`src/rtl/jsu_pkg.sv`:
```
package jsu_pkg;

    // result status codes
    localparam logic [1:0] ST_DATA       = 2'd0;
    localparam logic [1:0] ST_END        = 2'd1;
    localparam logic [1:0] ST_NOT_STRING = 2'd2;

    // utf-8 length boundaries
    localparam logic [20:0] UTF8_TWO_BYTE   = 21'h00080;
    localparam logic [20:0] UTF8_THREE_BYTE = 21'h00800;
    localparam logic [20:0] UTF8_FOUR_BYTE  = 21'h10000;

    // default depth of the group queue between front and back
    localparam int QUEUE_DEPTH = 4;

    // all result bytes caused by one input item
    typedef struct packed {
        logic [3:0][7:0] bytes;
        logic [1:0]      last_idx;
        logic [1:0]      status;
    } grp_t;

    // queue head as seen by the back end
    typedef struct packed {
        logic valid;
        grp_t grp;
    } head_t;

    // code point to utf-8 group
    function automatic grp_t utf8_grp(logic [20:0] cp);
        grp_t g;
        g = '0;
        g.status = ST_DATA;
        if (cp < UTF8_TWO_BYTE)
        begin
            g.bytes[0] = cp[7:0];
            g.last_idx = 2'd0;
        end
        else if (cp < UTF8_THREE_BYTE)
        begin
            g.bytes[0] = {3'b110, cp[10:6]};
            g.bytes[1] = {2'b10, cp[5:0]};
            g.last_idx = 2'd1;
        end
        else if (cp < UTF8_FOUR_BYTE)
        begin
            g.bytes[0] = {4'b1110, cp[15:12]};
            g.bytes[1] = {2'b10, cp[11:6]};
            g.bytes[2] = {2'b10, cp[5:0]};
            g.last_idx = 2'd2;
        end
        else
        begin
            g.bytes[0] = {5'b11110, cp[20:18]};
            g.bytes[1] = {2'b10, cp[17:12]};
            g.bytes[2] = {2'b10, cp[11:6]};
            g.bytes[3] = {2'b10, cp[5:0]};
            g.last_idx = 2'd3;
        end
        return g;
    endfunction

    // single byte group with a status
    function automatic grp_t single_grp(logic [7:0] b, logic [1:0] st);
        grp_t g;
        g = '0;
        g.bytes[0] = b;
        g.last_idx = 2'd0;
        g.status = st;
        return g;
    endfunction

endpackage

```
`src/rtl/json_string_unescape.sv`:
```
// result groups are pushed into the group queue and offered from its head
// throughput: one input item per cycle while the group queue has room
// output side delivers one byte per cycle while out_ready is high; a code point
// yields up to four bytes, so long multibyte runs are set by byte rate and queue depth
// reset: asynchronous active low rst_n; decoder waits for an opening quote, queue empty
module json_string_unescape
#(
    parameter int QUEUE_DEPTH = jsu_pkg::QUEUE_DEPTH
)
(
    input  logic       clk,
    input  logic       rst_n,
    input  logic       in_valid,
    output logic       in_ready,
    input  logic [7:0] in_byte,
    output logic       out_valid,
    input  logic       out_ready,
    output logic [7:0] out_byte,
    output logic [1:0] status,
    output logic       last_of_run
);

    logic            in_fire;
    logic            push;
    logic            pop;
    logic            full;
    jsu_pkg::grp_t   push_grp;
    jsu_pkg::head_t  head;

    assign in_ready = !full;
    assign in_fire = in_valid & in_ready;

    // parser
    jsu_front u_front
    (
        .clk      (clk),
        .rst_n    (rst_n),
        .in_fire  (in_fire),
        .in_byte  (in_byte),
        .push     (push),
        .push_grp (push_grp)
    );

    // group queue
    jsu_queue #(.DEPTH(QUEUE_DEPTH)) u_queue
    (
        .clk      (clk),
        .rst_n    (rst_n),
        .push     (push),
        .push_grp (push_grp),
        .pop      (pop),
        .full     (full),
        .head     (head)
    );

    // output serializer
    jsu_back u_back
    (
        .clk         (clk),
        .rst_n       (rst_n),
        .head        (head),
        .pop         (pop),
        .out_valid   (out_valid),
        .out_ready   (out_ready),
        .out_byte    (out_byte),
        .status      (status),
        .last_of_run (last_of_run)
    );

endmodule

```
`src/rtl/jsu_front.sv`:
```
module jsu_front
(
    input  logic              clk,
    input  logic              rst_n,
    input  logic              in_fire,
    input  logic [7:0]        in_byte,
    output logic              push,
    output jsu_pkg::grp_t     push_grp
);

    typedef enum logic [2:0] {
        PH_IDLE,
        PH_BODY,
        PH_ESC,
        PH_HEXHI,
        PH_WANTBS,
        PH_WANTU,
        PH_HEXLO
    } ph_t;

    typedef struct packed {
        ph_t           ph;
        logic          push;
        jsu_pkg::grp_t grp;
        logic          start_hex;
    } step_t;

    localparam logic [7:0] CH_NUL    = 8'h00;
    localparam logic [7:0] CH_QUOTE  = 8'h22;
    localparam logic [7:0] CH_BSLASH = 8'h5C;
    localparam logic [7:0] CH_B      = 8'h62;
    localparam logic [7:0] CH_F      = 8'h66;
    localparam logic [7:0] CH_N      = 8'h6E;
    localparam logic [7:0] CH_R      = 8'h72;
    localparam logic [7:0] CH_T      = 8'h74;
    localparam logic [7:0] CH_U      = 8'h75;

    ph_t         ph_reg, ph_next;
    logic [15:0] acc_reg, acc_next;
    logic [1:0]  cnt_reg, cnt_next;
    logic        bad_reg, bad_next;
    logic [9:0]  hh_reg, hh_next;
    logic        push_next;
    jsu_pkg::grp_t grp_next;

    logic [3:0]  digit;
    logic        digit_bad;
    logic [15:0] acc_shift;
    logic        bad_shift;
    logic [15:0] hex_val;
    logic        val_low, val_high;
    step_t       st;

    // ordinary string text
    function automatic step_t body_step(logic [7:0] c);
        step_t s;
        s = '0;
        s.ph = PH_BODY;
        if (c == CH_QUOTE || c == CH_NUL)
        begin
            s.push = 1'b1;
            s.grp = jsu_pkg::single_grp(8'h00, jsu_pkg::ST_END);
            s.ph = PH_IDLE;
        end
        else if (c == CH_BSLASH)
        begin
            s.ph = PH_ESC;
        end
        else
        begin
            s.push = 1'b1;
            s.grp = jsu_pkg::single_grp(c, jsu_pkg::ST_DATA);
        end
        return s;
    endfunction

    // character after a backslash
    function automatic step_t esc_step(logic [7:0] c);
        step_t s;
        s = '0;
        s.ph = PH_BODY;
        s.push = 1'b1;
        case (c)
            CH_B:    s.grp = jsu_pkg::single_grp(8'h08, jsu_pkg::ST_DATA);
            CH_F:    s.grp = jsu_pkg::single_grp(8'h0C, jsu_pkg::ST_DATA);
            CH_N:    s.grp = jsu_pkg::single_grp(8'h0A, jsu_pkg::ST_DATA);
            CH_R:    s.grp = jsu_pkg::single_grp(8'h0D, jsu_pkg::ST_DATA);
            CH_T:    s.grp = jsu_pkg::single_grp(8'h09, jsu_pkg::ST_DATA);
            CH_U:
            begin
                s.push = 1'b0;
                s.start_hex = 1'b1;
                s.ph = PH_HEXHI;
            end
            CH_NUL:
            begin
                s.grp = jsu_pkg::single_grp(8'h00, jsu_pkg::ST_END);
                s.ph = PH_IDLE;
            end
            default: s.grp = jsu_pkg::single_grp(c, jsu_pkg::ST_DATA);
        endcase
        return s;
    endfunction

    // hex digit decode
    always_comb
    begin
        digit = 4'd0;
        digit_bad = 1'b0;
        if (in_byte >= 8'h30 && in_byte <= 8'h39)
            digit = in_byte[3:0];
        else if ((in_byte >= 8'h41 && in_byte <= 8'h46) ||
                 (in_byte >= 8'h61 && in_byte <= 8'h66))
            digit = in_byte[3:0] + 4'd9;
        else
            digit_bad = 1'b1;
        acc_shift = {acc_reg[11:0], digit};
        bad_shift = bad_reg | digit_bad;
        hex_val = bad_shift ? 16'h0000 : acc_shift;
        val_high = (hex_val[15:10] == 6'b110110);
        val_low = (hex_val[15:10] == 6'b110111);
    end

    // phase decoder
    always_comb
    begin
        st = '0;
        st.ph = ph_reg;
        acc_next = acc_reg;
        cnt_next = cnt_reg;
        bad_next = bad_reg;
        hh_next = hh_reg;
        unique case (ph_reg)
            PH_BODY: st = body_step(in_byte);
            PH_ESC:  st = esc_step(in_byte);
            PH_HEXHI:
            begin
                acc_next = acc_shift;
                bad_next = bad_shift;
                if (cnt_reg == 2'd3)
                begin
                    st.ph = PH_BODY;
                    if (hex_val == 16'h0000 || val_low)
                        st.push = 1'b0;
                    else if (val_high)
                    begin
                        hh_next = hex_val[9:0];
                        st.ph = PH_WANTBS;
                    end
                    else
                    begin
                        st.push = 1'b1;
                        st.grp = jsu_pkg::utf8_grp({5'd0, hex_val});
                    end
                end
                else
                    cnt_next = cnt_reg + 2'd1;
            end
            PH_WANTBS:
            begin
                if (in_byte == CH_BSLASH)
                    st.ph = PH_WANTU;
                else
                begin
                    hh_next = 10'd0;
                    st = body_step(in_byte);
                end
            end
            PH_WANTU:
            begin
                if (in_byte == CH_U)
                begin
                    st.start_hex = 1'b1;
                    st.ph = PH_HEXLO;
                end
                else
                begin
                    hh_next = 10'd0;
                    st = esc_step(in_byte);
                end
            end
            PH_HEXLO:
            begin
                acc_next = acc_shift;
                bad_next = bad_shift;
                if (cnt_reg == 2'd3)
                begin
                    st.ph = PH_BODY;
                    hh_next = 10'd0;
                    if (val_low)
                    begin
                        st.push = 1'b1;
                        st.grp = jsu_pkg::utf8_grp(jsu_pkg::UTF8_FOUR_BYTE +
                                                   {1'b0, hh_reg, hex_val[9:0]});
                    end
                end
                else
                    cnt_next = cnt_reg + 2'd1;
            end
            default:
            begin
                if (in_byte == CH_QUOTE)
                    st.ph = PH_BODY;
                else
                begin
                    st.push = 1'b1;
                    st.grp = jsu_pkg::single_grp(8'h00, jsu_pkg::ST_NOT_STRING);
                    st.ph = PH_IDLE;
                end
            end
        endcase
        if (st.start_hex)
        begin
            acc_next = 16'h0000;
            cnt_next = 2'd0;
            bad_next = 1'b0;
        end
        ph_next = st.ph;
        push_next = in_fire & st.push;
        grp_next = st.grp;
    end

    // state registers
    always_ff @(posedge clk or negedge rst_n)
    begin
        if (!rst_n)
        begin
            ph_reg <= PH_IDLE;
            acc_reg <= 16'h0000;
            cnt_reg <= 2'd0;
            bad_reg <= 1'b0;
            hh_reg <= 10'd0;
        end
        else if (in_fire)
        begin
            ph_reg <= ph_next;
            acc_reg <= acc_next;
            cnt_reg <= cnt_next;
            bad_reg <= bad_next;
            hh_reg <= hh_next;
        end
    end

    assign push = push_next;
    assign push_grp = grp_next;

endmodule

```
`src/rtl/jsu_queue.sv`:
```
module jsu_queue
#(
    parameter int DEPTH = jsu_pkg::QUEUE_DEPTH
)
(
    input  logic              clk,
    input  logic              rst_n,
    input  logic              push,
    input  jsu_pkg::grp_t     push_grp,
    input  logic              pop,
    output logic              full,
    output jsu_pkg::head_t    head
);

    localparam int PW = (DEPTH > 1) ? $clog2(DEPTH) : 1;
    localparam int CW = $clog2(DEPTH + 1);
    localparam logic [PW-1:0] LAST_PTR = PW'(DEPTH - 1);
    localparam logic [CW-1:0] FULL_CNT = CW'(DEPTH);

    jsu_pkg::grp_t mem [DEPTH];
    logic [PW-1:0] wr_ptr_reg, rd_ptr_reg;
    logic [CW-1:0] cnt_reg;
    logic          do_pop;

    assign do_pop = pop & (cnt_reg != '0);
    assign full = (cnt_reg == FULL_CNT);
    assign head.valid = (cnt_reg != '0);
    assign head.grp = mem[rd_ptr_reg];

    // group storage
    always_ff @(posedge clk)
    begin
        if (push)
            mem[wr_ptr_reg] <= push_grp;
    end

    // pointers and fill count
    always_ff @(posedge clk or negedge rst_n)
    begin
        if (!rst_n)
        begin
            wr_ptr_reg <= '0;
            rd_ptr_reg <= '0;
            cnt_reg <= '0;
        end
        else
        begin
            if (push)
                wr_ptr_reg <= (wr_ptr_reg == LAST_PTR) ? '0 : wr_ptr_reg + 1'b1;
            if (do_pop)
                rd_ptr_reg <= (rd_ptr_reg == LAST_PTR) ? '0 : rd_ptr_reg + 1'b1;
            if (push && !do_pop)
                cnt_reg <= cnt_reg + 1'b1;
            else if (!push && do_pop)
                cnt_reg <= cnt_reg - 1'b1;
        end
    end

    // never write into a full queue
    assert property (@(posedge clk) disable iff (!rst_n) push |-> !full)
        else $error("push into full queue");

    // fill count rises by one on a push without a pop
    assert property (@(posedge clk) disable iff (!rst_n)
        (push && !do_pop) |=> cnt_reg == $past(cnt_reg) + 1'b1)
        else $error("fill count lost a push");

endmodule

```
`src/rtl/jsu_back.sv`:
```
module jsu_back
(
    input  logic              clk,
    input  logic              rst_n,
    input  jsu_pkg::head_t    head,
    output logic              pop,
    output logic              out_valid,
    input  logic              out_ready,
    output logic [7:0]        out_byte,
    output logic [1:0]        status,
    output logic              last_of_run
);

    logic [1:0] idx_reg, idx_next;
    logic       out_fire;

    // serialize the head group one byte per item
    assign out_valid = head.valid;
    assign out_byte = head.grp.bytes[idx_reg];
    assign status = head.grp.status;
    assign last_of_run = (idx_reg == head.grp.last_idx);
    assign out_fire = out_valid & out_ready;
    assign pop = out_fire & last_of_run;

    always_comb
    begin
        idx_next = idx_reg;
        if (out_fire)
            idx_next = last_of_run ? 2'd0 : idx_reg + 2'd1;
    end

    always_ff @(posedge clk or negedge rst_n)
    begin
        if (!rst_n)
            idx_reg <= 2'd0;
        else
            idx_reg <= idx_next;
    end

    // byte index never passes the group's last byte
    assert property (@(posedge clk) disable iff (!rst_n)
        out_valid |-> idx_reg <= head.grp.last_idx)
        else $error("byte index beyond group");

    // status items are single byte groups
    assert property (@(posedge clk) disable iff (!rst_n)
        (out_valid && status != jsu_pkg::ST_DATA) |-> (idx_reg == 2'd0 && last_of_run))
        else $error("status item not alone in its group");

endmodule
```
`config.mk`:
```
export PLATFORM = sky130hd
export DESIGN_NAME = json_string_unescape
export DESIGN_NICKNAME = d
export VERILOG_FILES = /design/src/rtl/jsu_pkg.sv /design/src/rtl/json_string_unescape.sv /design/src/rtl/jsu_front.sv /design/src/rtl/jsu_queue.sv /design/src/rtl/jsu_back.sv
export SDC_FILE = /design/constraint.sdc
export NUM_CORES = 1
export LEC_CHECK = 0
export ABC_AREA = 1
export BUFFER_PORTS_ARGS = -buffer_cell sky130_fd_sc_hd__buf_2
export CAP_MARGIN = 20
export CORE_ASPECT_RATIO = 0.5
export CORE_MARGIN = 5
export CORE_UTILIZATION = 40
export DETAILED_ROUTE_END_ITERATION = 12
export PLACE_DENSITY = 0.55
export REMOVE_ABC_BUFFERS = 1
export SLEW_MARGIN = 20
export SYNTH_ARGS = -nofsm -noshare
export SYNTH_HDL_FRONTEND = slang
export SYNTH_SLANG_ARGS = --single-unit
```
`constraint.sdc`:
```
create_clock -name clk -period 7.98 [get_ports clk]
set_input_delay 1.596 -clock clk [delete_from_list [all_inputs] [get_ports clk]]
set_output_delay 1.596 -clock clk [all_outputs]
set_load 0.05 [all_outputs]
```
==> reports/metrics.csv <==
metric;value;unit
status;finished clean;
grt total ovfl;0;
placed insts;1206;
largest net degree at the start of global routing;67;
FF/Latch Area;4770;um^2
FP Rows;37;
power per cell area;337;nW/um^2
FF-to-FF path depth;14;
kind of critical path;flop to output pin;
Ports;25;
Layout area overhead;11.9;%
CP Capture Type;output pin;
reg-to-reg setup timing slack;4.17;ns
vias in the first global route;6474;
routed via count;6891;
CTS Buf Count;17;
RSZ-0062 raised after global routing;false;
Final setup viols;0;
VDD IR max;0.227;mV
worst hold path depth;2;
post-DP HPWL;15900;um
hold-fix buffers at CTS;0;
clock tree buffer depth;2;
critical-path cell list;buf_4 -> clkinv_1 -> o21ai_0 -> o22a_1 -> xor2_1 -> nand2_1 -> inv_1 -> buf_2;
multi-input gate area in the final layout;3320;um^2
gp weighted congestion;0.932;
dominant cells by area after synthesis;edfxtp_1, dfrtp_1, o21ai_0;
HP Class;flop to flop;
CTS sink count;165;
CP Launch Type;flop;
TritonRoute pass-1 iters;7;
Max Transition Viols Final;0;
All-Layer GR Usage;19.0;%
Largest register FFs;128;
Nets;979;
WP data required;6.38;ns
Mean Syn Cell Area;9.20;um^2
first-pass GRT wire length;36500;um
# DRC;0;
CTS clk-pin slew, worst paths;0.07;ns
worst path bufs/invs;4;
number of max-cap violations;0;
Leak;3.87;nW
post-synthesis cell area;8590;um^2
ANT nets after route;0;
Die Y;114;um
WL/cell;18.8;um
Setup Skew;0.0131;ns
Fin Setup TNS;0;ns
Worst EP arrival;3.14;ns
Post-CTS Setup Repair Bufs;0;
post-cts resize count;0;
Post-Synthesis Cells;934;
min cycle time layout;4.74;ns
cell family with most CP delay;buffers and inverters;
final design utilization;46.1;%
Synth top area share;44.7;%
CP max FO;34;
Root Buffer;clkbuf_16;
CP max stage cell;clkinv_1;
ratio of cells with drive above 1 in the final layout;10.9;%
Final Instance Count excl. Fillers;1240;
WL final;23400;um
Worst slew margin;29.1;%
CORE AREA;20800;um^2
commonest cells after routing, fill and taps aside;nand2_1, nor2_1, edfxtp_1, o21ai_0, inv_1;
DR iter-0 viols;554;
# fillers;2020;
post-synthesis cell type count;45;
post-synth top area cell;edfxtp_1;
DR vias/cell;5.56;
CP max stage delay;0.94;ns
Total Die Area;24700;um^2
initial core utilization;41.2;%
Die X;217;um
Port Buffer Count;24;
initial antenna violation count;1;
Synth Register Bits;165;
worst skew pair latency;0.43;ns
antenna cells;0;
Hold WS;0.534;ns
top achievable clock speed;211;MHz
period utilization;59.4;%
CTS tree;yes;
commonest non-fill, non-tap cell in the layout;nand2_1;
sequential area share after synthesis;55.5;%
Yosys warning count;0;
Final Hold Viols;0;
H-tree depth;4;
Crit. path cell count;8;
Worst Max-Slew Pin Slew;1.06;ns
## layer usage
layer / vias to the layer above / global-route usage (%) / share of wire [%]
met5: - / 0 / 0
met1: 3363 / 27.7 / 47
met2: 213 / 29.9 / 45
li1: 3299 / - / -
met4: 0 / 3.87 / 0.97
met3: 16 / 3.77 / 6.9
## cell type report
class,count,share of cell area (%)
repair buffers,33,2.50
inverters,101,3.97
well taps,273,3.55
multi-input cells,636,34.6
flip-flops and latches,165,49.6
clock inverters,14,1.30
clock buffers,18,4.47
## logic make-up after synthesis
| kind of cell | share of synthesized area (%) |
|---|---|
| AND/OR/NAND/NOR | 21.4 |
| AO/OA/AOI/OAI | 14.2 |
| flip-flops | 55.5 |
| buffers and inverters | 6.16 |
| adder cells (fa/ha/maj) | 1.98 |
| XOR/XNOR | 0.714 |
## power breakdown
part	internal (mW)	switching [mW]
registers	1.12	0.0890
logic	0.338	0.903
clock network	0.433	0.356
total	1.89	1.35
## cell usage after synthesis (all sizes together)
master and number:
nand2 144, nor2 143, edfxtp 128, o21ai 114, inv 99, nand3 91
o22ai 39, dfrtp 37, a21oi 22, clkbuf 22, o211ai 15, nor3 13
ha 12, buf 10, nand4 10, o221ai 8, xor2 5, a22oi 3
a31oi 3, nor4 3, clkinv 2, o31ai 2, xnor2 2, a21boi 1
fa 1, nand3b 1, o211a 1, o21bai 1, o22a 1, or2 1
## worst reg2reg max path, cell delays in order (launching register included)
cell and delay, ns:
dfrtp_1 0.32, buf_4 0.36, clkinv_1 0.94, o21ai_0 0.33, o22ai_1 0.12, xor2_1 0.15
nand2_1 0.08, inv_1 0.06, nand2_1 0.25, ha_1 0.21, inv_1 0.07, fa_1 0.37
a21oi_1 0.14, o21ai_0 0.12, xor2_1 0.16
## per-stage QoR
step | area, um^2 | setup slack [ns] | power [mW]
floorplan | 8440 | 3.11 | 2.07
global placement | 8980 | 3.04 | 2.45
detailed placement | 9010 | 2.99 | 2.47
CTS | 9560 | 3.37 | 3.25
global route | 9610 | 2.93 | 3.44
finish | 9610 | 3.24 | 3.24
## path summary, 6_finish.rpt
kind,startpoint,end
max in group asynchronous,rst_n,u_queue.rd_ptr_reg[0]
hold / removal,u_queue.wr_ptr_reg[1],u_queue.wr_ptr_reg[1]
setup / recovery,u_queue.rd_ptr_reg[1],last_of_run
setup reg to reg,u_queue.rd_ptr_reg[1],u_queue.cnt_reg[2]
min in group asynchronous,rst_n,u_front.ph_reg[1]
hold reg to reg,u_queue.wr_ptr_reg[1],u_queue.wr_ptr_reg[1]
(Power assumes the default switching activity.)
